==> src/hw/rtl/scalar_kalman_filter_core_defines.svh <==
// ----------------------------------------------------------------------------
// scalar kalman filter core assertion macros
// shared property wrappers clocked on aclk and gated by reset
// ----------------------------------------------------------------------------
`ifndef SCALAR_KALMAN_FILTER_CORE_DEFINES_SVH
`define SCALAR_KALMAN_FILTER_CORE_DEFINES_SVH

// same-cycle implication
`define SKF_ASSERT_IMP(lbl, ante, cons, msg) \
    lbl: assert property (@(posedge aclk) disable iff (!aresetn) (ante) |-> (cons)) \
        else $error(msg);

// next-cycle implication
`define SKF_ASSERT_NXT(lbl, ante, cons, msg) \
    lbl: assert property (@(posedge aclk) disable iff (!aresetn) (ante) |=> (cons)) \
        else $error(msg);

`endif

==> src/hw/rtl/skf_pkg.sv <==
// ----------------------------------------------------------------------------
// skf_pkg
// types and constants of the scalar kalman filter core
// ----------------------------------------------------------------------------
`timescale 1ns / 1ps

package skf_pkg;

    localparam int DATA_W    = 32;
    localparam int GAIN_W    = 16;
    localparam int CFG_IDX_W = 8;
    localparam int ACC_W     = 51;
    localparam int CNT_W     = 5;
    localparam int DIV_STEPS = 16;
    localparam int MUL_STEPS = 17;

    localparam logic [GAIN_W-1:0] GAIN_MAX = 16'hFFFF;
    localparam logic [GAIN_W:0]   GAIN_ONE = 17'h10000;
    localparam logic [ACC_W-1:0]  ROUND_HALF = 51'd32768;

    localparam logic [DATA_W-1:0] RST_PROCESS_NOISE      = 32'd66;
    localparam logic [DATA_W-1:0] RST_MEASUREMENT_NOISE  = 32'd35586;
    localparam logic [DATA_W-1:0] RST_INITIAL_COVARIANCE = 32'd1311;
    localparam logic [DATA_W-1:0] RST_INITIAL_ESTIMATE   = 32'd0;

    localparam logic [CFG_IDX_W-1:0] CFG_PROCESS_NOISE      = 8'd0;
    localparam logic [CFG_IDX_W-1:0] CFG_MEASUREMENT_NOISE  = 8'd1;
    localparam logic [CFG_IDX_W-1:0] CFG_INITIAL_COVARIANCE = 8'd2;
    localparam logic [CFG_IDX_W-1:0] CFG_INITIAL_ESTIMATE   = 8'd3;

    typedef enum logic [2:0] {
        ST_IDLE,
        ST_PRED,
        ST_DIV,
        ST_EST,
        ST_COV,
        ST_FIN
    } skf_state_t;

endpackage

==> src/hw/rtl/scalar_kalman_filter_core.sv <==
// ----------------------------------------------------------------------------
// scalar kalman filter core
// One-dimensional Kalman filter on signed Q16.16 samples. Each accepted
// measurement beat predicts the covariance (P + Q, saturating), forms the
// gain P/(P+R) in Q0.16, moves the held estimate toward the sample and
// shrinks the covariance to (1-gain)*P. One result beat (estimate, gain)
// follows every measurement beat. The divide and both multiplies run through
// one shared 51-bit adder: a 16-step restoring divider for the gain, then two
// 17-step shift-add multiplies. When R is zero the gain saturates to 65535
// and the divide is skipped. m_valid rises once the final step has run;
// s_ready is low from the accepted measurement beat until then and returns
// with m_valid, so a new measurement beat is not accepted before the
// previous one has been worked through. A result waiting on m_ready does not
// block the next measurement beat; only the final step of that next item
// waits until the earlier result is taken. Writing the initial covariance or
// initial estimate register also presets the held state.
// ----------------------------------------------------------------------------
`timescale 1ns / 1ps
`include "scalar_kalman_filter_core_defines.svh"

module scalar_kalman_filter_core
    import skf_pkg::*;
(
    input  logic                 aclk,
    input  logic                 aresetn,
    input  logic                 s_valid,
    output logic                 s_ready,
    input  logic [DATA_W-1:0]    s_measurement,
    output logic                 m_valid,
    input  logic                 m_ready,
    output logic [DATA_W-1:0]    m_estimate,
    output logic [GAIN_W-1:0]    m_gain,
    input  logic                 cfg_valid,
    output logic                 cfg_ready,
    input  logic [CFG_IDX_W-1:0] cfg_index,
    input  logic [DATA_W-1:0]    cfg_data
);

    skf_state_t          state_reg, state_next;
    logic [CNT_W-1:0]    cnt_reg, cnt_next;
    logic [DATA_W-1:0]   q_reg, q_next;
    logic [DATA_W-1:0]   r_reg, r_next;
    logic [DATA_W-1:0]   init_cov_reg, init_cov_next;
    logic [DATA_W-1:0]   init_est_reg, init_est_next;
    logic [DATA_W-1:0]   held_est_reg, held_est_next;
    logic [DATA_W-1:0]   held_cov_reg, held_cov_next;
    logic [DATA_W-1:0]   meas_reg, meas_next;
    logic [DATA_W-1:0]   pp_reg, pp_next;
    logic [DATA_W:0]     denom_reg, denom_next;
    logic [DATA_W:0]     rem_reg, rem_next;
    logic [DATA_W:0]     err_reg, err_next;
    logic [GAIN_W-1:0]   gain_reg, gain_next;
    logic [GAIN_W:0]     mplr_reg, mplr_next;
    logic [ACC_W-1:0]    acc_reg, acc_next;
    logic [ACC_W-1:0]    prod_reg, prod_next;
    logic                m_valid_reg, m_valid_next;
    logic [DATA_W-1:0]   m_estimate_reg, m_estimate_next;
    logic [GAIN_W-1:0]   m_gain_reg, m_gain_next;

    logic [ACC_W-1:0]    add_a, add_b, add_sum;
    logic [DATA_W:0]     pp_sum;
    logic [DATA_W-1:0]   pp_sat;
    logic [DATA_W:0]     denom_w;
    logic [ACC_W-1:0]    est_rnd;
    logic [DATA_W+3:0]   est_sum;
    logic [DATA_W-1:0]   est_sat;

    assign s_ready    = (state_reg == ST_IDLE);
    assign cfg_ready  = 1'b1;
    assign m_valid    = m_valid_reg;
    assign m_estimate = m_estimate_reg;
    assign m_gain     = m_gain_reg;

    // shared adder
    assign add_sum = add_a + add_b;

    assign pp_sum  = {1'b0, held_cov_reg} + {1'b0, q_reg};
    assign pp_sat  = pp_sum[DATA_W] ? {DATA_W{1'b1}} : pp_sum[DATA_W-1:0];
    assign denom_w = {1'b0, pp_sat} + {1'b0, r_reg};

    // round to nearest, ties up, then saturate
    assign est_rnd = prod_reg + ROUND_HALF;
    assign est_sum = {{4{held_est_reg[DATA_W-1]}}, held_est_reg}
                   + {est_rnd[ACC_W-1], est_rnd[ACC_W-1:16]};
    assign est_sat = (est_sum[DATA_W+3:DATA_W-1] == 5'b00000 ||
                      est_sum[DATA_W+3:DATA_W-1] == 5'b11111)
                   ? est_sum[DATA_W-1:0]
                   : (est_sum[DATA_W+3] ? {1'b1, {(DATA_W-1){1'b0}}}
                                        : {1'b0, {(DATA_W-1){1'b1}}});

    always_ff @(posedge aclk) begin
        if (!aresetn) begin
            state_reg    <= ST_IDLE;
            cnt_reg      <= '0;
            q_reg        <= RST_PROCESS_NOISE;
            r_reg        <= RST_MEASUREMENT_NOISE;
            init_cov_reg <= RST_INITIAL_COVARIANCE;
            init_est_reg <= RST_INITIAL_ESTIMATE;
            held_cov_reg <= RST_INITIAL_COVARIANCE;
            held_est_reg <= RST_INITIAL_ESTIMATE;
            m_valid_reg  <= 1'b0;
        end else begin
            state_reg    <= state_next;
            cnt_reg      <= cnt_next;
            q_reg        <= q_next;
            r_reg        <= r_next;
            init_cov_reg <= init_cov_next;
            init_est_reg <= init_est_next;
            held_cov_reg <= held_cov_next;
            held_est_reg <= held_est_next;
            m_valid_reg  <= m_valid_next;
        end
    end

    always_ff @(posedge aclk) begin
        meas_reg       <= meas_next;
        pp_reg         <= pp_next;
        denom_reg      <= denom_next;
        rem_reg        <= rem_next;
        err_reg        <= err_next;
        gain_reg       <= gain_next;
        mplr_reg       <= mplr_next;
        acc_reg        <= acc_next;
        prod_reg       <= prod_next;
        m_estimate_reg <= m_estimate_next;
        m_gain_reg     <= m_gain_next;
    end

    always_comb begin
        state_next      = state_reg;
        cnt_next        = cnt_reg;
        q_next          = q_reg;
        r_next          = r_reg;
        init_cov_next   = init_cov_reg;
        init_est_next   = init_est_reg;
        held_cov_next   = held_cov_reg;
        held_est_next   = held_est_reg;
        meas_next       = meas_reg;
        pp_next         = pp_reg;
        denom_next      = denom_reg;
        rem_next        = rem_reg;
        err_next        = err_reg;
        gain_next       = gain_reg;
        mplr_next       = mplr_reg;
        acc_next        = acc_reg;
        prod_next       = prod_reg;
        m_valid_next    = m_valid_reg;
        m_estimate_next = m_estimate_reg;
        m_gain_next     = m_gain_reg;
        add_a           = '0;
        add_b           = '0;

        if (m_valid_reg && m_ready) begin
            m_valid_next = 1'b0;
        end

        case (state_reg)
            ST_IDLE: begin
                if (s_valid) begin
                    meas_next  = s_measurement;
                    state_next = ST_PRED;
                end
            end
            ST_PRED: begin
                pp_next    = pp_sat;
                denom_next = denom_w;
                rem_next   = {1'b0, pp_sat};
                err_next   = {meas_reg[DATA_W-1], meas_reg}
                           - {held_est_reg[DATA_W-1], held_est_reg};
                cnt_next   = '0;
                acc_next   = '0;
                if (r_reg == '0 || denom_w == '0) begin
                    gain_next  = GAIN_MAX;
                    mplr_next  = {1'b0, GAIN_MAX};
                    state_next = ST_EST;
                end else begin
                    gain_next  = '0;
                    state_next = ST_DIV;
                end
            end
            ST_DIV: begin
                add_a = {17'b0, rem_reg, 1'b0};
                add_b = -{18'b0, denom_reg};
                if (!add_sum[ACC_W-1]) begin
                    rem_next  = add_sum[DATA_W:0];
                    gain_next = {gain_reg[GAIN_W-2:0], 1'b1};
                end else begin
                    rem_next  = {rem_reg[DATA_W-1:0], 1'b0};
                    gain_next = {gain_reg[GAIN_W-2:0], 1'b0};
                end
                cnt_next = cnt_reg + 1'b1;
                if (cnt_reg == CNT_W'(DIV_STEPS - 1)) begin
                    mplr_next  = {1'b0, gain_next};
                    acc_next   = '0;
                    cnt_next   = '0;
                    state_next = ST_EST;
                end
            end
            ST_EST: begin
                add_a     = {acc_reg[ACC_W-2:0], 1'b0};
                add_b     = mplr_reg[GAIN_W]
                          ? {{(ACC_W-DATA_W-1){err_reg[DATA_W]}}, err_reg} : '0;
                acc_next  = add_sum;
                mplr_next = {mplr_reg[GAIN_W-1:0], 1'b0};
                cnt_next  = cnt_reg + 1'b1;
                if (cnt_reg == CNT_W'(MUL_STEPS - 1)) begin
                    prod_next  = add_sum;
                    acc_next   = '0;
                    mplr_next  = GAIN_ONE - {1'b0, gain_reg};
                    cnt_next   = '0;
                    state_next = ST_COV;
                end
            end
            ST_COV: begin
                add_a     = {acc_reg[ACC_W-2:0], 1'b0};
                add_b     = mplr_reg[GAIN_W] ? {{(ACC_W-DATA_W){1'b0}}, pp_reg} : '0;
                acc_next  = add_sum;
                mplr_next = {mplr_reg[GAIN_W-1:0], 1'b0};
                cnt_next  = cnt_reg + 1'b1;
                if (cnt_reg == CNT_W'(MUL_STEPS - 1)) begin
                    cnt_next   = '0;
                    state_next = ST_FIN;
                end
            end
            ST_FIN: begin
                if (!m_valid_reg || m_ready) begin
                    held_est_next   = est_sat;
                    held_cov_next   = acc_reg[DATA_W+15:16];
                    m_estimate_next = est_sat;
                    m_gain_next     = gain_reg;
                    m_valid_next    = 1'b1;
                    state_next      = ST_IDLE;
                end
            end
            default: begin
                state_next = ST_IDLE;
            end
        endcase

        if (cfg_valid) begin
            case (cfg_index)
                CFG_PROCESS_NOISE: begin
                    q_next = cfg_data;
                end
                CFG_MEASUREMENT_NOISE: begin
                    r_next = cfg_data;
                end
                CFG_INITIAL_COVARIANCE: begin
                    init_cov_next = cfg_data;
                    held_cov_next = cfg_data;
                end
                CFG_INITIAL_ESTIMATE: begin
                    init_est_next = cfg_data;
                    held_est_next = cfg_data;
                end
                default: begin
                end
            endcase
        end
    end

    `SKF_ASSERT_NXT(a_busy_after_accept, s_valid && s_ready, !s_ready, "ready after accept")
    `SKF_ASSERT_IMP(a_div_rem_bound, state_reg == ST_DIV, rem_reg < denom_reg, "remainder overrun")
    `SKF_ASSERT_IMP(a_step_bound, state_reg == ST_EST || state_reg == ST_COV,
                    cnt_reg < CNT_W'(MUL_STEPS), "step count overrun")
    `SKF_ASSERT_IMP(a_result_from_fin, $rose(m_valid), $past(state_reg) == ST_FIN,
                    "result outside final step")

endmodule
==> config.mk <==
export PLATFORM = sky130hd
export DESIGN_NAME = scalar_kalman_filter_core
export DESIGN_NICKNAME = d
export VERILOG_FILES = /design/src/hw/rtl/skf_pkg.sv /design/src/hw/rtl/scalar_kalman_filter_core.sv
export VERILOG_INCLUDE_DIRS = /design/src /design/src/hw/rtl
export SDC_FILE = /design/constraint.sdc
export NUM_CORES = 1
export LEC_CHECK = 0
export ABC_AREA = 1
export CAP_MARGIN = 40
export CELL_PAD_IN_SITES_DETAIL_PLACEMENT = 2
export CELL_PAD_IN_SITES_GLOBAL_PLACEMENT = 2
export CORE_MARGIN = 3
export CORE_UTILIZATION = 29
export CTS_BUF_LIST = sky130_fd_sc_hd__clkbuf_4
export DETAILED_ROUTE_END_ITERATION = 10
export DONT_BUFFER_PORTS = 1
export GPL_ROUTABILITY_DRIVEN = 0
export PLACE_DENSITY_LB_ADDON = 0.1
export SETUP_SLACK_MARGIN = 0.05
export SYNTH_ARGS = -nofsm -noshare
export SYNTH_HDL_FRONTEND = slang
export SYNTH_SLANG_ARGS = --single-unit
export TNS_END_PERCENT = 5
==> constraint.sdc <==
create_clock -name aclk -period 7.7 [get_ports aclk]
set_clock_uncertainty 0.05 [all_clocks]
set_input_delay 0 -clock aclk [delete_from_list [all_inputs] [get_ports aclk]]
set_output_delay 0 -clock aclk [all_outputs]
set_load 0.03 [all_outputs]
==> impl_metrics.xml, run 1 <==
<?xml version="1.0" encoding="UTF-8"?>
<metrics>
  <group name="yosys">
    <metric name="ys_ff_latch" unit="">467</metric>
    <metric name="synth_async_sr_flop_share" unit="">0</metric>
    <metric name="synth_area" unit="mm²">0.0313</metric>
    <metric name="synthesis.area_per_instance" unit="µm²">7.51</metric>
    <metric name="synth_edf_count" unit="">330</metric>
    <metric name="synthMostInstantiatedCell" unit="">nand2_1</metric>
    <metric name="synth-seq-area-share" unit="">0.404</metric>
    <metric name="syn_inst" unit="">4167</metric>
    <metric name="yosys.area.top_type_share" unit="">0.317</metric>
    <metric name="number_of_nets_in_the_synthesized_netlist" unit="">4436</metric>
    <metric name="post_synth_main_area_contributors" unit="">edfxtp_1 32%, nand2_1 12%, dfxtp_1 8.8%, ha_1 7.5%, inv_1 6.3%</metric>
    <metric name="synth_top_flop_cell" unit="">edfxtp_1</metric>
    <metric name="distinct_cells_synth" unit="">66</metric>
    <metric name="yosys_warnings" unit="">0</metric>
    <metric name="synth.cells.most_frequent" unit="">1017 x nand2_1, 526 x inv_1, 469 x nor2_1</metric>
    <metric name="yosys.area.top_type" unit="">edfxtp_1</metric>
  </group>
  <group name="global_routing">
    <metric name="via_count_of_the_first_global_routing_pass" unit="">33000</metric>
    <metric name="grt_start_max_net_pins" unit="">100</metric>
    <metric name="grt_pass1_wl" unit="mm">225</metric>
    <metric name="global_route.usage.total" unit="">0.272</metric>
    <metric name="initial_antenna_violation_count" unit="">25</metric>
    <metric name="grt-ovfl-total" unit="">0</metric>
  </group>
  <group name="finish">
    <metric name="final-instance-count-excl-fill" unit="">5983</metric>
    <metric name="post-route-util" unit="">0.351</metric>
    <metric name="num-nets-final" unit="">4737</metric>
    <metric name="area.growth.synth_to_final" unit="%">18.9</metric>
    <metric name="max_reg_flops" unit="">50</metric>
    <metric name="post_route_cells_drive_above_1_share" unit="">0.0749</metric>
  </group>
  <group name="timing">
    <metric name="finalHoldViolCount" unit="">0</metric>
    <metric name="pins_over_slew_limit" unit="">0</metric>
    <metric name="aggregate_negative_setup_slack" unit="ns">0</metric>
    <metric name="rsz0062_at_grt" unit="">false</metric>
    <metric name="slew_headroom" unit="">0.333</metric>
    <metric name="setup_viol" unit="">0</metric>
    <metric name="actual_slew_at_the_worst_max_slew_pin" unit="ns">0.994</metric>
    <metric name="timing.final.crit_period" unit="ns">6.89</metric>
    <metric name="max_freq" unit="MHz">145</metric>
    <metric name="timing.final.crit_share" unit="">0.894</metric>
  </group>
  <group name="clock_network">
    <metric name="cts_tree" unit="">yes</metric>
    <metric name="ctsRootBufferMaster" unit="">clkbuf_4</metric>
    <metric name="clock_tree.htree_level_count" unit="">4</metric>
    <metric name="clock_sinks" unit="">467</metric>
    <metric name="clk_latency_worst_skew_pair" unit="ns">1.08</metric>
    <metric name="cts_made_buffers" unit="">146</metric>
    <metric name="cts.clk_slew.worst_paths" unit="ns">0.07</metric>
    <metric name="clk_path_buf_depth" unit="">3</metric>
  </group>
  <group name="run">
    <metric name="timing.max_cap.violations" unit="">0</metric>
  </group>
  <group name="setup_path">
    <metric name="reg2reg_to" unit="">mplr_reg[8]</metric>
    <metric name="timing.critical_path.slowest_stage_cell" unit="">inv_1</metric>
    <metric name="worst-setup-path-type" unit="">register to register</metric>
    <metric name="worst_ep_required_time" unit="ns">8.30</metric>
    <metric name="critPathCaptureType" unit="">register</metric>
    <metric name="setup.worst_path.start_class" unit="">register</metric>
    <metric name="crit_path_start" unit="">held_cov_reg[0]</metric>
    <metric name="critical_path_arrival" unit="ns">7.49</metric>
    <metric name="reg2reg_depth" unit="">30</metric>
    <metric name="critPathMaxStageDelay" unit="ns">0.51</metric>
    <metric name="most_used_cell_cp" unit="">nand2_1</metric>
    <metric name="worstSetupEndpoint" unit="">mplr_reg[8]</metric>
    <metric name="rr_startpoint" unit="">held_cov_reg[0]</metric>
    <metric name="reg2reg_setup_slack" unit="ns">0.81</metric>
    <metric name="crit_fanout" unit="">24</metric>
  </group>
  <group name="detailed_routing">
    <metric name="route.vias.total" unit="">31200</metric>
    <metric name="drtIter0Drc" unit="">2088</metric>
    <metric name="route.final.wire_length" unit="mm">154</metric>
    <metric name="postRouteAntennaNets" unit="">0</metric>
    <metric name="drc" unit="">0</metric>
    <metric name="drt-vias-per-instance" unit="">5.22</metric>
    <metric name="first_pass_iters" unit="">5</metric>
    <metric name="drt-wirelength-per-cell" unit="µm">25.7</metric>
  </group>
  <group name="power">
    <metric name="static-leakage-power" unit="nW">16.2</metric>
    <metric name="power.total" unit="mW">10.8</metric>
    <metric name="ir_worst_vdd" unit="V">0.000116</metric>
    <metric name="power-per-cell-area" unit="mW/mm²">291</metric>
  </group>
  <group name="place">
    <metric name="hpwl_after_dpl" unit="mm">117</metric>
    <metric name="io_buffer_count" unit="">0</metric>
    <metric name="place_inst" unit="">5482</metric>
  </group>
  <group name="floorplan">
    <metric name="die_outline_area" unit="mm²">0.112</metric>
    <metric name="floorplan.rows" unit="">119</metric>
    <metric name="coreArea" unit="mm²">0.106</metric>
    <metric name="die_width" unit="µm">335</metric>
    <metric name="floorplan.io_pins" unit="">128</metric>
    <metric name="initial_utilization" unit="">0.295</metric>
    <metric name="die_height" unit="µm">335</metric>
  </group>
  <group name="outcome">
    <metric name="outcome" unit="">finished clean</metric>
  </group>
  <group name="worst_hold_path">
    <metric name="hold_path_class" unit="">input port to register</metric>
  </group>
</metrics>
-- cell type report --
class | count | area [µm²]
fill | 12400 | 68900
multi-input combinational | 3053 | 16200
sequential | 467 | 12700
timing repair buffer | 264 | 2620
inverter | 536 | 2010
tap | 1391 | 1740
clock buffer | 219 | 1640
clock inverter | 43 | 289
antenna | 10 | 25.0
-- kinds of logic (layout without fill, tap and decap cells) --
| group | Yosys count | in the layout | share of synthesized area |
|---|---|---|---|
| simple gates | 1922 | 1922 | 0.256 |
| compound gates | 781 | 781 | 0.139 |
| buf+inv | 647 | 1062 | 0.0793 |
| flops | 467 | 467 | 0.404 |
| fa+ha+maj | 192 | 192 | 0.0779 |
| xor+xnor | 157 | 157 | 0.0439 |
| other cells | 1 | 11 | 0.000120 |
-- metal layers --
metal / up-vias / GRT usage / routed length (µm)
met3: 228 / 0.0418 / 6990
li1: 14600 / - / -
met4: 18 / 0.0877 / 4600
met1: 15700 / 0.369 / 71300
met5: - / 0 / 127
met2: 711 / 0.443 / 70700
-- cells in the final DEF, fill, tap and decap left out, drive strengths merged, types with 7 or more instances in the layout --
cell type and count:
nor4 30, buf 37, dlygate4sd3 227, clkinv 33, a21oi 300, nand3 244, xnor2 54, o211ai 23
nand2 1028, and2 12, a21boi 7, dfxtp 137, nor3 51, diode 10, edfxtp 330, xor2 103
nand3b 8, o21bai 15, nor2 478, nand4 43, o21ai 326, o311ai 17, clkbuf 219, ha 187
a31oi 28, or2 21, inv 540, o21a 13, a21o 20
-- metrics by stage --
stage / cell area, µm² / hold slack (ns) / setup slack (ns)
2_1_floorplan: 31300 / 0.0489 / 0.775
3_3_place_gp: 32900 / 0.0489 / 0.838
3_5_place_dp: 32900 / 0.0489 / 0.867
4_1_cts: 37200 / 0.00802 / 0.864
5_1_grt: 37200 / 0.0331 / 0.273
6_report: 37200 / 0.0832 / 0.815
-- worst min-delay path by stage --
stage / endpoint / depth (start not counted) / slack, ns / startpoint
2_1_floorplan: meas_reg[0] / 0 / 0.05 / s_measurement[0]
3_3_place_gp: meas_reg[8] / 0 / 0.05 / s_measurement[8]
3_5_place_dp: meas_reg[14] / 0 / 0.05 / s_measurement[14]
4_1_cts: meas_reg[28] / 2 / 0.008 / s_measurement[28]
5_1_grt: meas_reg[28] / 2 / 0.03 / s_measurement[28]
6_report: meas_reg[28] / 2 / 0.08 / s_measurement[28]
-- worst max-delay path, delay by kind of cell (launching register included) --
kind	cells	cell delay (ns)
AOI/OAI and AO/OA	7	1.44
DFF	1	0.33
and+or+nand+nor	17	2.42
adders and majority gates	3	1.06
buffers and inverters	3	1.17
-- what timing repair did --
item | CTS | global route
endpoints found under the setup margin | 0 | 0
endpoints found under the hold margin | 249 | 0
gates resized for setup | 0 | 0
setup buffers | 0 | 0
hold buffers | 229 | 0
-- power by group --
part | internal, mW | switching (mW) | total [mW] | leakage, nW
registers | 3.60 | 0.448 | 4.05 | 4.18
logic | 1.09 | 3.01 | 4.09 | 10.9
clock network | 1.41 | 1.29 | 2.70 | 1.15
Power figures use the tool's default switching activity.
==> inputs of run 2 (changes only) <==
==> constraint.sdc (replaced) <==
create_clock -name aclk -period 8.7 [get_ports aclk]
set_clock_uncertainty 0.05 [all_clocks]
set_input_delay 0 -clock aclk [delete_from_list [all_inputs] [get_ports aclk]]
set_output_delay 0 -clock aclk [all_outputs]
set_load 0.03 [all_outputs]
==> run 2 against run 1 <==
Against the previous run: fmax is 0.57% higher; cell count shrank 0.25%; hold slack improved by 0.042 ns; first-iteration DRC count up 0.53%; wire length down 0.56%; largest cell class unchanged.
==> impl_metrics.xml, run 2 (synthesis results as in run 1) <==
<?xml version="1.0" encoding="UTF-8"?>
<metrics>
  <group name="setup_path">
    <metric name="rr_startpoint" unit="">held_cov_reg[0]</metric>
    <metric name="critPathCaptureType" unit="">register</metric>
    <metric name="crit_path_start" unit="">held_cov_reg[0]</metric>
    <metric name="worst-setup-path-type" unit="">register to register</metric>
    <metric name="critical_path_arrival" unit="ns">7.43</metric>
    <metric name="most_used_cell_cp" unit="">nand2_1</metric>
    <metric name="setup.worst_path.start_class" unit="">register</metric>
    <metric name="worst_ep_required_time" unit="ns">9.29</metric>
    <metric name="crit_fanout" unit="">24</metric>
    <metric name="critPathMaxStageDelay" unit="ns">0.51</metric>
    <metric name="timing.critical_path.slowest_stage_cell" unit="">inv_1</metric>
  </group>
  <group name="place">
    <metric name="place_area" unit="mm²">0.0330</metric>
    <metric name="hpwl_after_dpl" unit="mm">117</metric>
    <metric name="io_buffer_count" unit="">0</metric>
  </group>
  <group name="worst_hold_path">
    <metric name="worstHoldStart" unit="">s_valid</metric>
    <metric name="hold_path_class" unit="">input port to register</metric>
  </group>
  <group name="finish">
    <metric name="num-nets-final" unit="">4734</metric>
    <metric name="layout_commonest_cell" unit="">nand2_1</metric>
    <metric name="fillers" unit="">12500</metric>
    <metric name="seq_area" unit="mm²">0.0127</metric>
    <metric name="post_route_cells_drive_above_1_share" unit="">0.0709</metric>
    <metric name="most-common-layout-cells" unit="">1015 x nand2_1, 525 x inv_1, 465 x nor2_1</metric>
    <metric name="post-route-util" unit="">0.349</metric>
    <metric name="max_reg_flops" unit="">50</metric>
    <metric name="fin_area" unit="mm²">0.0371</metric>
    <metric name="area_taken_by_multi_input_logic_gates" unit="mm²">0.0162</metric>
    <metric name="area.growth.synth_to_final" unit="%">18.5</metric>
  </group>
  <group name="detailed_routing">
    <metric name="postRouteAntennaNets" unit="">0</metric>
    <metric name="route.vias.total" unit="">31100</metric>
    <metric name="drc" unit="">0</metric>
    <metric name="drt-vias-per-instance" unit="">5.21</metric>
    <metric name="drtIter0Drc" unit="">2099</metric>
    <metric name="drt-wirelength-per-cell" unit="µm">25.6</metric>
    <metric name="route.final.wire_length" unit="mm">153</metric>
    <metric name="first_pass_iters" unit="">5</metric>
  </group>
  <group name="floorplan">
    <metric name="die_height" unit="µm">335</metric>
    <metric name="die_outline_area" unit="mm²">0.112</metric>
    <metric name="initial_utilization" unit="">0.295</metric>
    <metric name="coreArea" unit="mm²">0.106</metric>
    <metric name="floorplan.rows" unit="">119</metric>
    <metric name="floorplan.io_pins" unit="">128</metric>
    <metric name="die_width" unit="µm">335</metric>
  </group>
  <group name="global_routing">
    <metric name="met3_usage" unit="">0.0420</metric>
    <metric name="global_route.usage.total" unit="">0.270</metric>
    <metric name="grt-ovfl-total" unit="">0</metric>
    <metric name="gr-max-usage-layer" unit="">met2</metric>
    <metric name="via_count_of_the_first_global_routing_pass" unit="">33200</metric>
    <metric name="grt_pass1_wl" unit="mm">225</metric>
    <metric name="use_met2" unit="">0.439</metric>
    <metric name="gr-usage-met1" unit="">0.369</metric>
    <metric name="initial_antenna_violation_count" unit="">22</metric>
    <metric name="grt_start_max_net_pins" unit="">135</metric>
  </group>
  <group name="timing">
    <metric name="pins_over_slew_limit" unit="">0</metric>
    <metric name="actual_slew_at_the_worst_max_slew_pin" unit="ns">0.973</metric>
    <metric name="max_freq" unit="MHz">146</metric>
    <metric name="timing.final.crit_period" unit="ns">6.85</metric>
    <metric name="rsz0062_at_grt" unit="">false</metric>
    <metric name="slew_headroom" unit="">0.343</metric>
    <metric name="finalHoldViolCount" unit="">0</metric>
    <metric name="timing.final.crit_share" unit="">0.787</metric>
    <metric name="aggregate_negative_setup_slack" unit="ns">0</metric>
    <metric name="setup_viol" unit="">0</metric>
  </group>
  <group name="clock_network">
    <metric name="clock_sinks" unit="">467</metric>
    <metric name="cts_made_buffers" unit="">145</metric>
    <metric name="clk_path_buf_depth" unit="">3</metric>
    <metric name="clk_latency_worst_skew_pair" unit="ns">1.12</metric>
    <metric name="cts_tree" unit="">yes</metric>
    <metric name="ctsRootBufferMaster" unit="">clkbuf_4</metric>
    <metric name="cts.clk_slew.worst_paths" unit="ns">0.07</metric>
    <metric name="clock_tree.htree_level_count" unit="">4</metric>
  </group>
  <group name="power">
    <metric name="ir_worst_vdd" unit="V">0.000131</metric>
    <metric name="power.total" unit="mW">9.45</metric>
    <metric name="static-leakage-power" unit="nW">16.2</metric>
    <metric name="power-per-cell-area" unit="mW/mm²">255</metric>
  </group>
  <group name="run">
    <metric name="timing.max_cap.violations" unit="">0</metric>
  </group>
  <group name="outcome">
    <metric name="outcome" unit="">finished clean</metric>
  </group>
</metrics>
run 2: cell count changes in the layout (fill, tap and decap cells not counted), sizes merged:
cell | before | now
clkbuf | 219 | 197
clkinv | 33 | 43
clkinvlp | 3 | 1
dlygate4sd3 | 227 | 225
inv | 540 | 542
bufinv | 3 | 2
run 2: stage by stage:
stage,setup WS [ns],hold WS (ns),cells
after floorplan,1.77,0.0489,4167
after global placement,1.80,0.0489,5474
after detailed placement,1.88,0.0489,5482
after CTS,1.82,0.0741,5958
after global routing,1.25,0.121,5966
final,1.85,0.125,5968
run 2: worst paths after layout:
kind / to / slack, ns / cells after the start
setup / recovery: mplr_reg[7] / 1.85 / 30
hold / removal: meas_reg[0] / 0.13 / 4
setup reg to reg: mplr_reg[7] / 1.85 / 30
hold reg to reg: m_gain[4] / 0.41 / 0
run 2: final cells by class:
class,instances,area share
multi-input combinational,3053,0.438
sequential,467,0.341
timing repair buffer,262,0.0709
inverter,536,0.0543
tap,1391,0.0469
clock buffer,197,0.0399
clock inverter,52,0.00860
antenna,10,0.000675
run 2: power by group:
group / switching [mW] / leakage, nW / internal (mW) / total, mW
combinational: 2.64 / 10.9 / 0.956 / 3.59
clock: 1.15 / 1.07 / 1.12 / 2.27
sequential: 0.398 / 4.18 / 3.19 / 3.58
run 2: timing repair:
action	CTS	global route
gates resized for setup	0	0
hold buffers	227	0
buffers inserted	0	0
endpoints found under the hold margin	218	0
setup endpoints to repair	0	0
run 2: worst max-delay path: cells and delay by family (launching register included):
family	cells	cell delay, ns
fa+ha+maj	3	1.06
buf+inv	3	1.18
compound gates	7	1.43
simple gates	17	2.35
flops	1	0.32
run 2: per-layer routing:
layer  routed length (µm)  share of wire
met1                70600           0.46
met2                70100           0.46
met3                 7500          0.049
met4                 4510          0.030
met5                   55        0.00036
==> inputs of run 3 (changes only) <==
--- a/config.mk
+++ b/config.mk
@@ -6,7 +6,7 @@
 export SDC_FILE = /design/constraint.sdc
 export NUM_CORES = 1
 export LEC_CHECK = 0
-export ABC_AREA = 1
+export ABC_AREA = 0
 export CAP_MARGIN = 40
 export CELL_PAD_IN_SITES_DETAIL_PLACEMENT = 2
 export CELL_PAD_IN_SITES_GLOBAL_PLACEMENT = 2
==> constraint.sdc (replaced) <==
create_clock -name aclk -period 6.9 [get_ports aclk]
set_clock_uncertainty 0.05 [all_clocks]
set_input_delay 0 -clock aclk [delete_from_list [all_inputs] [get_ports aclk]]
set_output_delay 0 -clock aclk [all_outputs]
set_load 0.03 [all_outputs]
==> run 3 against run 2 <==
Against the previous run: setup slack worse by 1.6 ns; core utilization up 1.1 points; first-iteration DRC count down 17%; global-route usage down 2.4 points; cell count down 14%; sequential share of layout area up 0.12 points; design area down 0.34%; critical path type unchanged; largest power group is now registers.
==> impl_metrics.xml, run 3 <==
<?xml version="1.0" encoding="UTF-8"?>
<metrics>
  <group name="floorplan">
    <metric name="die_height" unit="µm">329</metric>
    <metric name="die_outline_area" unit="mm²">0.108</metric>
    <metric name="initial_utilization" unit="">0.294</metric>
    <metric name="floorplan.rows" unit="">117</metric>
    <metric name="floorplan.io_pins" unit="">128</metric>
    <metric name="coreArea" unit="mm²">0.102</metric>
    <metric name="die_width" unit="µm">329</metric>
  </group>
  <group name="clock_network">
    <metric name="cts.clk_slew.worst_paths" unit="ns">0.07</metric>
    <metric name="clk_path_buf_depth" unit="">3</metric>
    <metric name="clk_latency_worst_skew_pair" unit="ns">1.05</metric>
    <metric name="ctsRootBufferMaster" unit="">clkbuf_4</metric>
    <metric name="clock_sinks" unit="">467</metric>
    <metric name="clock_tree.htree_level_count" unit="">4</metric>
    <metric name="cts_tree" unit="">yes</metric>
    <metric name="cts_made_buffers" unit="">148</metric>
  </group>
  <group name="power">
    <metric name="p_clk_frac" unit="">0.361</metric>
    <metric name="power_report.internal_total" unit="mW">5.46</metric>
    <metric name="comb_power_share" unit="">0.204</metric>
    <metric name="seqPwrFrac" unit="">0.435</metric>
    <metric name="power-per-cell-area" unit="mW/mm²">223</metric>
    <metric name="switching_power" unit="mW">2.76</metric>
    <metric name="p_sw_frac" unit="">0.336</metric>
    <metric name="ir_worst_vdd" unit="V">0.000124</metric>
    <metric name="power.total" unit="mW">8.23</metric>
    <metric name="static-leakage-power" unit="nW">14.8</metric>
  </group>
  <group name="global_routing">
    <metric name="global_route.usage.total" unit="">0.246</metric>
    <metric name="grt_start_max_net_pins" unit="">133</metric>
    <metric name="grt-ovfl-total" unit="">0</metric>
    <metric name="initial_antenna_violation_count" unit="">5</metric>
    <metric name="grt_pass1_wl" unit="mm">200</metric>
    <metric name="via_count_of_the_first_global_routing_pass" unit="">30300</metric>
  </group>
  <group name="timing">
    <metric name="aggregate_negative_setup_slack" unit="ns">0</metric>
    <metric name="postLayoutSetupSlackWorst" unit="ns">0.280</metric>
    <metric name="max_freq" unit="MHz">151</metric>
    <metric name="timing.final.crit_share" unit="">0.959</metric>
    <metric name="finalHoldViolCount" unit="">0</metric>
    <metric name="slew_headroom" unit="">0.383</metric>
    <metric name="rsz0062_at_grt" unit="">false</metric>
    <metric name="setup_viol" unit="">0</metric>
    <metric name="pins_over_slew_limit" unit="">0</metric>
    <metric name="timing.final.crit_period" unit="ns">6.62</metric>
    <metric name="actual_slew_at_the_worst_max_slew_pin" unit="ns">0.926</metric>
  </group>
  <group name="setup_path">
    <metric name="crit_fanout" unit="">8</metric>
    <metric name="worst_ep_required_time" unit="ns">7.58</metric>
    <metric name="rr_startpoint" unit="">q_reg[0]</metric>
    <metric name="timing.critical_path.slowest_stage_cell" unit="">or4_1</metric>
    <metric name="critPathCaptureType" unit="">register</metric>
    <metric name="most_used_cell_cp" unit="">buf_4</metric>
    <metric name="setup.worst_path.start_class" unit="">register</metric>
    <metric name="critPathMaxStageDelay" unit="ns">0.52</metric>
    <metric name="critical_path_arrival" unit="ns">7.30</metric>
    <metric name="crit_path_start" unit="">q_reg[0]</metric>
    <metric name="worst-setup-path-type" unit="">register to register</metric>
  </group>
  <group name="yosys">
    <metric name="synth.cells.most_frequent" unit="">456 x nand2_1, 330 x edfxtp_1, 210 x nor2_1</metric>
    <metric name="yosys_warnings" unit="">0</metric>
    <metric name="synth_area" unit="mm²">0.0302</metric>
    <metric name="number_of_nets_in_the_synthesized_netlist" unit="">3535</metric>
    <metric name="synthMostInstantiatedCell" unit="">nand2_1</metric>
    <metric name="yosys.area.top_type" unit="">edfxtp_1</metric>
    <metric name="distinct_cells_synth" unit="">97</metric>
    <metric name="synthesis.area_per_instance" unit="µm²">9.24</metric>
    <metric name="synth_async_sr_flop_share" unit="">0</metric>
    <metric name="synth-seq-area-share" unit="">0.419</metric>
    <metric name="syn_inst" unit="">3266</metric>
    <metric name="yosys.area.top_type_share" unit="">0.328</metric>
    <metric name="synth_edf_count" unit="">330</metric>
    <metric name="post_synth_main_area_contributors" unit="">edfxtp_1 33%, dfxtp_1 9.1%, ha_1 7.8%, nand2_1 5.7%, xnor2_1 3.9%</metric>
    <metric name="synth_top_flop_cell" unit="">edfxtp_1</metric>
    <metric name="ys_ff_latch" unit="">467</metric>
  </group>
  <group name="detailed_routing">
    <metric name="route.vias.total" unit="">27900</metric>
    <metric name="drt-vias-per-instance" unit="">5.46</metric>
    <metric name="drt-wirelength-per-cell" unit="µm">26.2</metric>
    <metric name="first_pass_iters" unit="">5</metric>
    <metric name="drtIter0Drc" unit="">1748</metric>
    <metric name="route.final.wire_length" unit="mm">134</metric>
    <metric name="drc" unit="">0</metric>
    <metric name="postRouteAntennaNets" unit="">0</metric>
  </group>
  <group name="outcome">
    <metric name="outcome" unit="">finished clean</metric>
  </group>
  <group name="finish">
    <metric name="post_route_cells_drive_above_1_share" unit="">0.123</metric>
    <metric name="seq_area" unit="mm²">0.0127</metric>
    <metric name="layout_commonest_cell" unit="">nand2_1</metric>
    <metric name="most-common-layout-cells" unit="">454 x nand2_1, 330 x edfxtp_1, 226 x dlygate4sd3_1</metric>
    <metric name="num-nets-final" unit="">3891</metric>
    <metric name="max_reg_flops" unit="">50</metric>
    <metric name="area.growth.synth_to_final" unit="%">22.5</metric>
    <metric name="post-route-util" unit="">0.361</metric>
    <metric name="area_taken_by_multi_input_logic_gates" unit="mm²">0.0167</metric>
    <metric name="final-instance-count-excl-fill" unit="">5120</metric>
    <metric name="fillers" unit="">11300</metric>
  </group>
  <group name="place">
    <metric name="place_inst" unit="">4604</metric>
    <metric name="hpwl_after_dpl" unit="mm">99.6</metric>
    <metric name="io_buffer_count" unit="">0</metric>
    <metric name="detailedPlace.worstSlack" unit="ns">0.00180</metric>
  </group>
  <group name="run">
    <metric name="timing.max_cap.violations" unit="">0</metric>
  </group>
  <group name="worst_hold_path">
    <metric name="worstHoldStart" unit="">s_measurement[29]</metric>
    <metric name="hold_path_class" unit="">input port to register</metric>
  </group>
</metrics>
run 3: changes by cell type after synthesis, sizes merged, moves of 47 or more:
cell,delta
a21boi,+60
a21o,+50
a21oi,-95
a22o,+71
and2,+47
inv,-420
nand2,-572
nand3,-98
nor2,-268
o21ai,-167
xnor2,+81
run 3: layout make-up:
cell class                 instances  area share
tap                             1368      0.0463
sequential                       467       0.342
multi-input combinational       2528       0.452
clock inverter                    51     0.00769
antenna                           12    0.000813
clock buffer                     217      0.0441
timing repair buffer             364      0.0953
inverter                         113      0.0116
run 3: logic make-up (layout without fill, tap and decap cells):
family | count (synthesis) | count (layout) | synth area share
AND/OR/NAND/NOR | 1182 | 1182 | 0.186
AO/OA/AOI/OAI | 932 | 932 | 0.214
flip-flops | 467 | 467 | 0.419
buffers and inverters | 271 | 745 | 0.0355
XOR/XNOR | 217 | 217 | 0.0630
adder cells (fa/ha/maj) | 192 | 192 | 0.0809
multiplexers | 4 | 4 | 0.00137
other | 1 | 13 | 0.000124
run 3: per-layer routing:
metal	vias up	global-route usage	part of all wire	routed length, µm
li1	12900	-	-	-
met2	517	0.431	0.50	66800
met4	0	0.0675	0.024	3250
met5	-	0	0	0
met3	174	0.0347	0.033	4430
met1	14400	0.314	0.45	59800
run 3: stage by stage:
step | hold WS [ns] | instance area [µm²]
final | 0.126 | 37000
after global routing | 0.0341 | 36900
after CTS | 0.00256 | 36700
after detailed placement | 0.0475 | 32500
after global placement | 0.0334 | 32300
after floorplan | 0.0489 | 30200
run 3: power by group through the flow:
stage / clock network, mW / registers (mW) / logic [mW]
2_1_floorplan: 0 / 3.51 / 0.917
3_3_place_gp: 0 / 3.63 / 1.50
3_5_place_dp: 0 / 3.64 / 1.55
4_1_cts: 3.08 / 3.58 / 1.69
5_1_grt: 3.23 / 3.60 / 1.82
6_report: 2.97 / 3.58 / 1.68
run 3: critical path, delay by kind of cell (launching register included):
family | cells | cell delay, ns
XOR/XNOR | 1 | 0.16
flip-flops | 1 | 0.33
AO/OA/AOI/OAI | 9 | 1.84
AND/OR/NAND/NOR | 8 | 2.28
adder cells (fa/ha/maj) | 3 | 0.88
buffers and inverters | 5 | 0.79
run 3: what timing repair did:
item,CTS,global route
hold buffers,228,0
gates cloned,0,1
setup buffers,1,6
resized for setup,2,40
pin swaps,2,10
hold endpoints to repair,226,0
endpoints found under the setup margin,17,33
run 3: final timing paths:
path	to	slack, ns	cells past startpoint
setup reg to reg	mplr_reg[10]	0.28	26
hold reg to reg	q_reg[10]	0.43	2
setup / recovery	mplr_reg[10]	0.28	26
hold / removal	meas_reg[29]	0.13	2
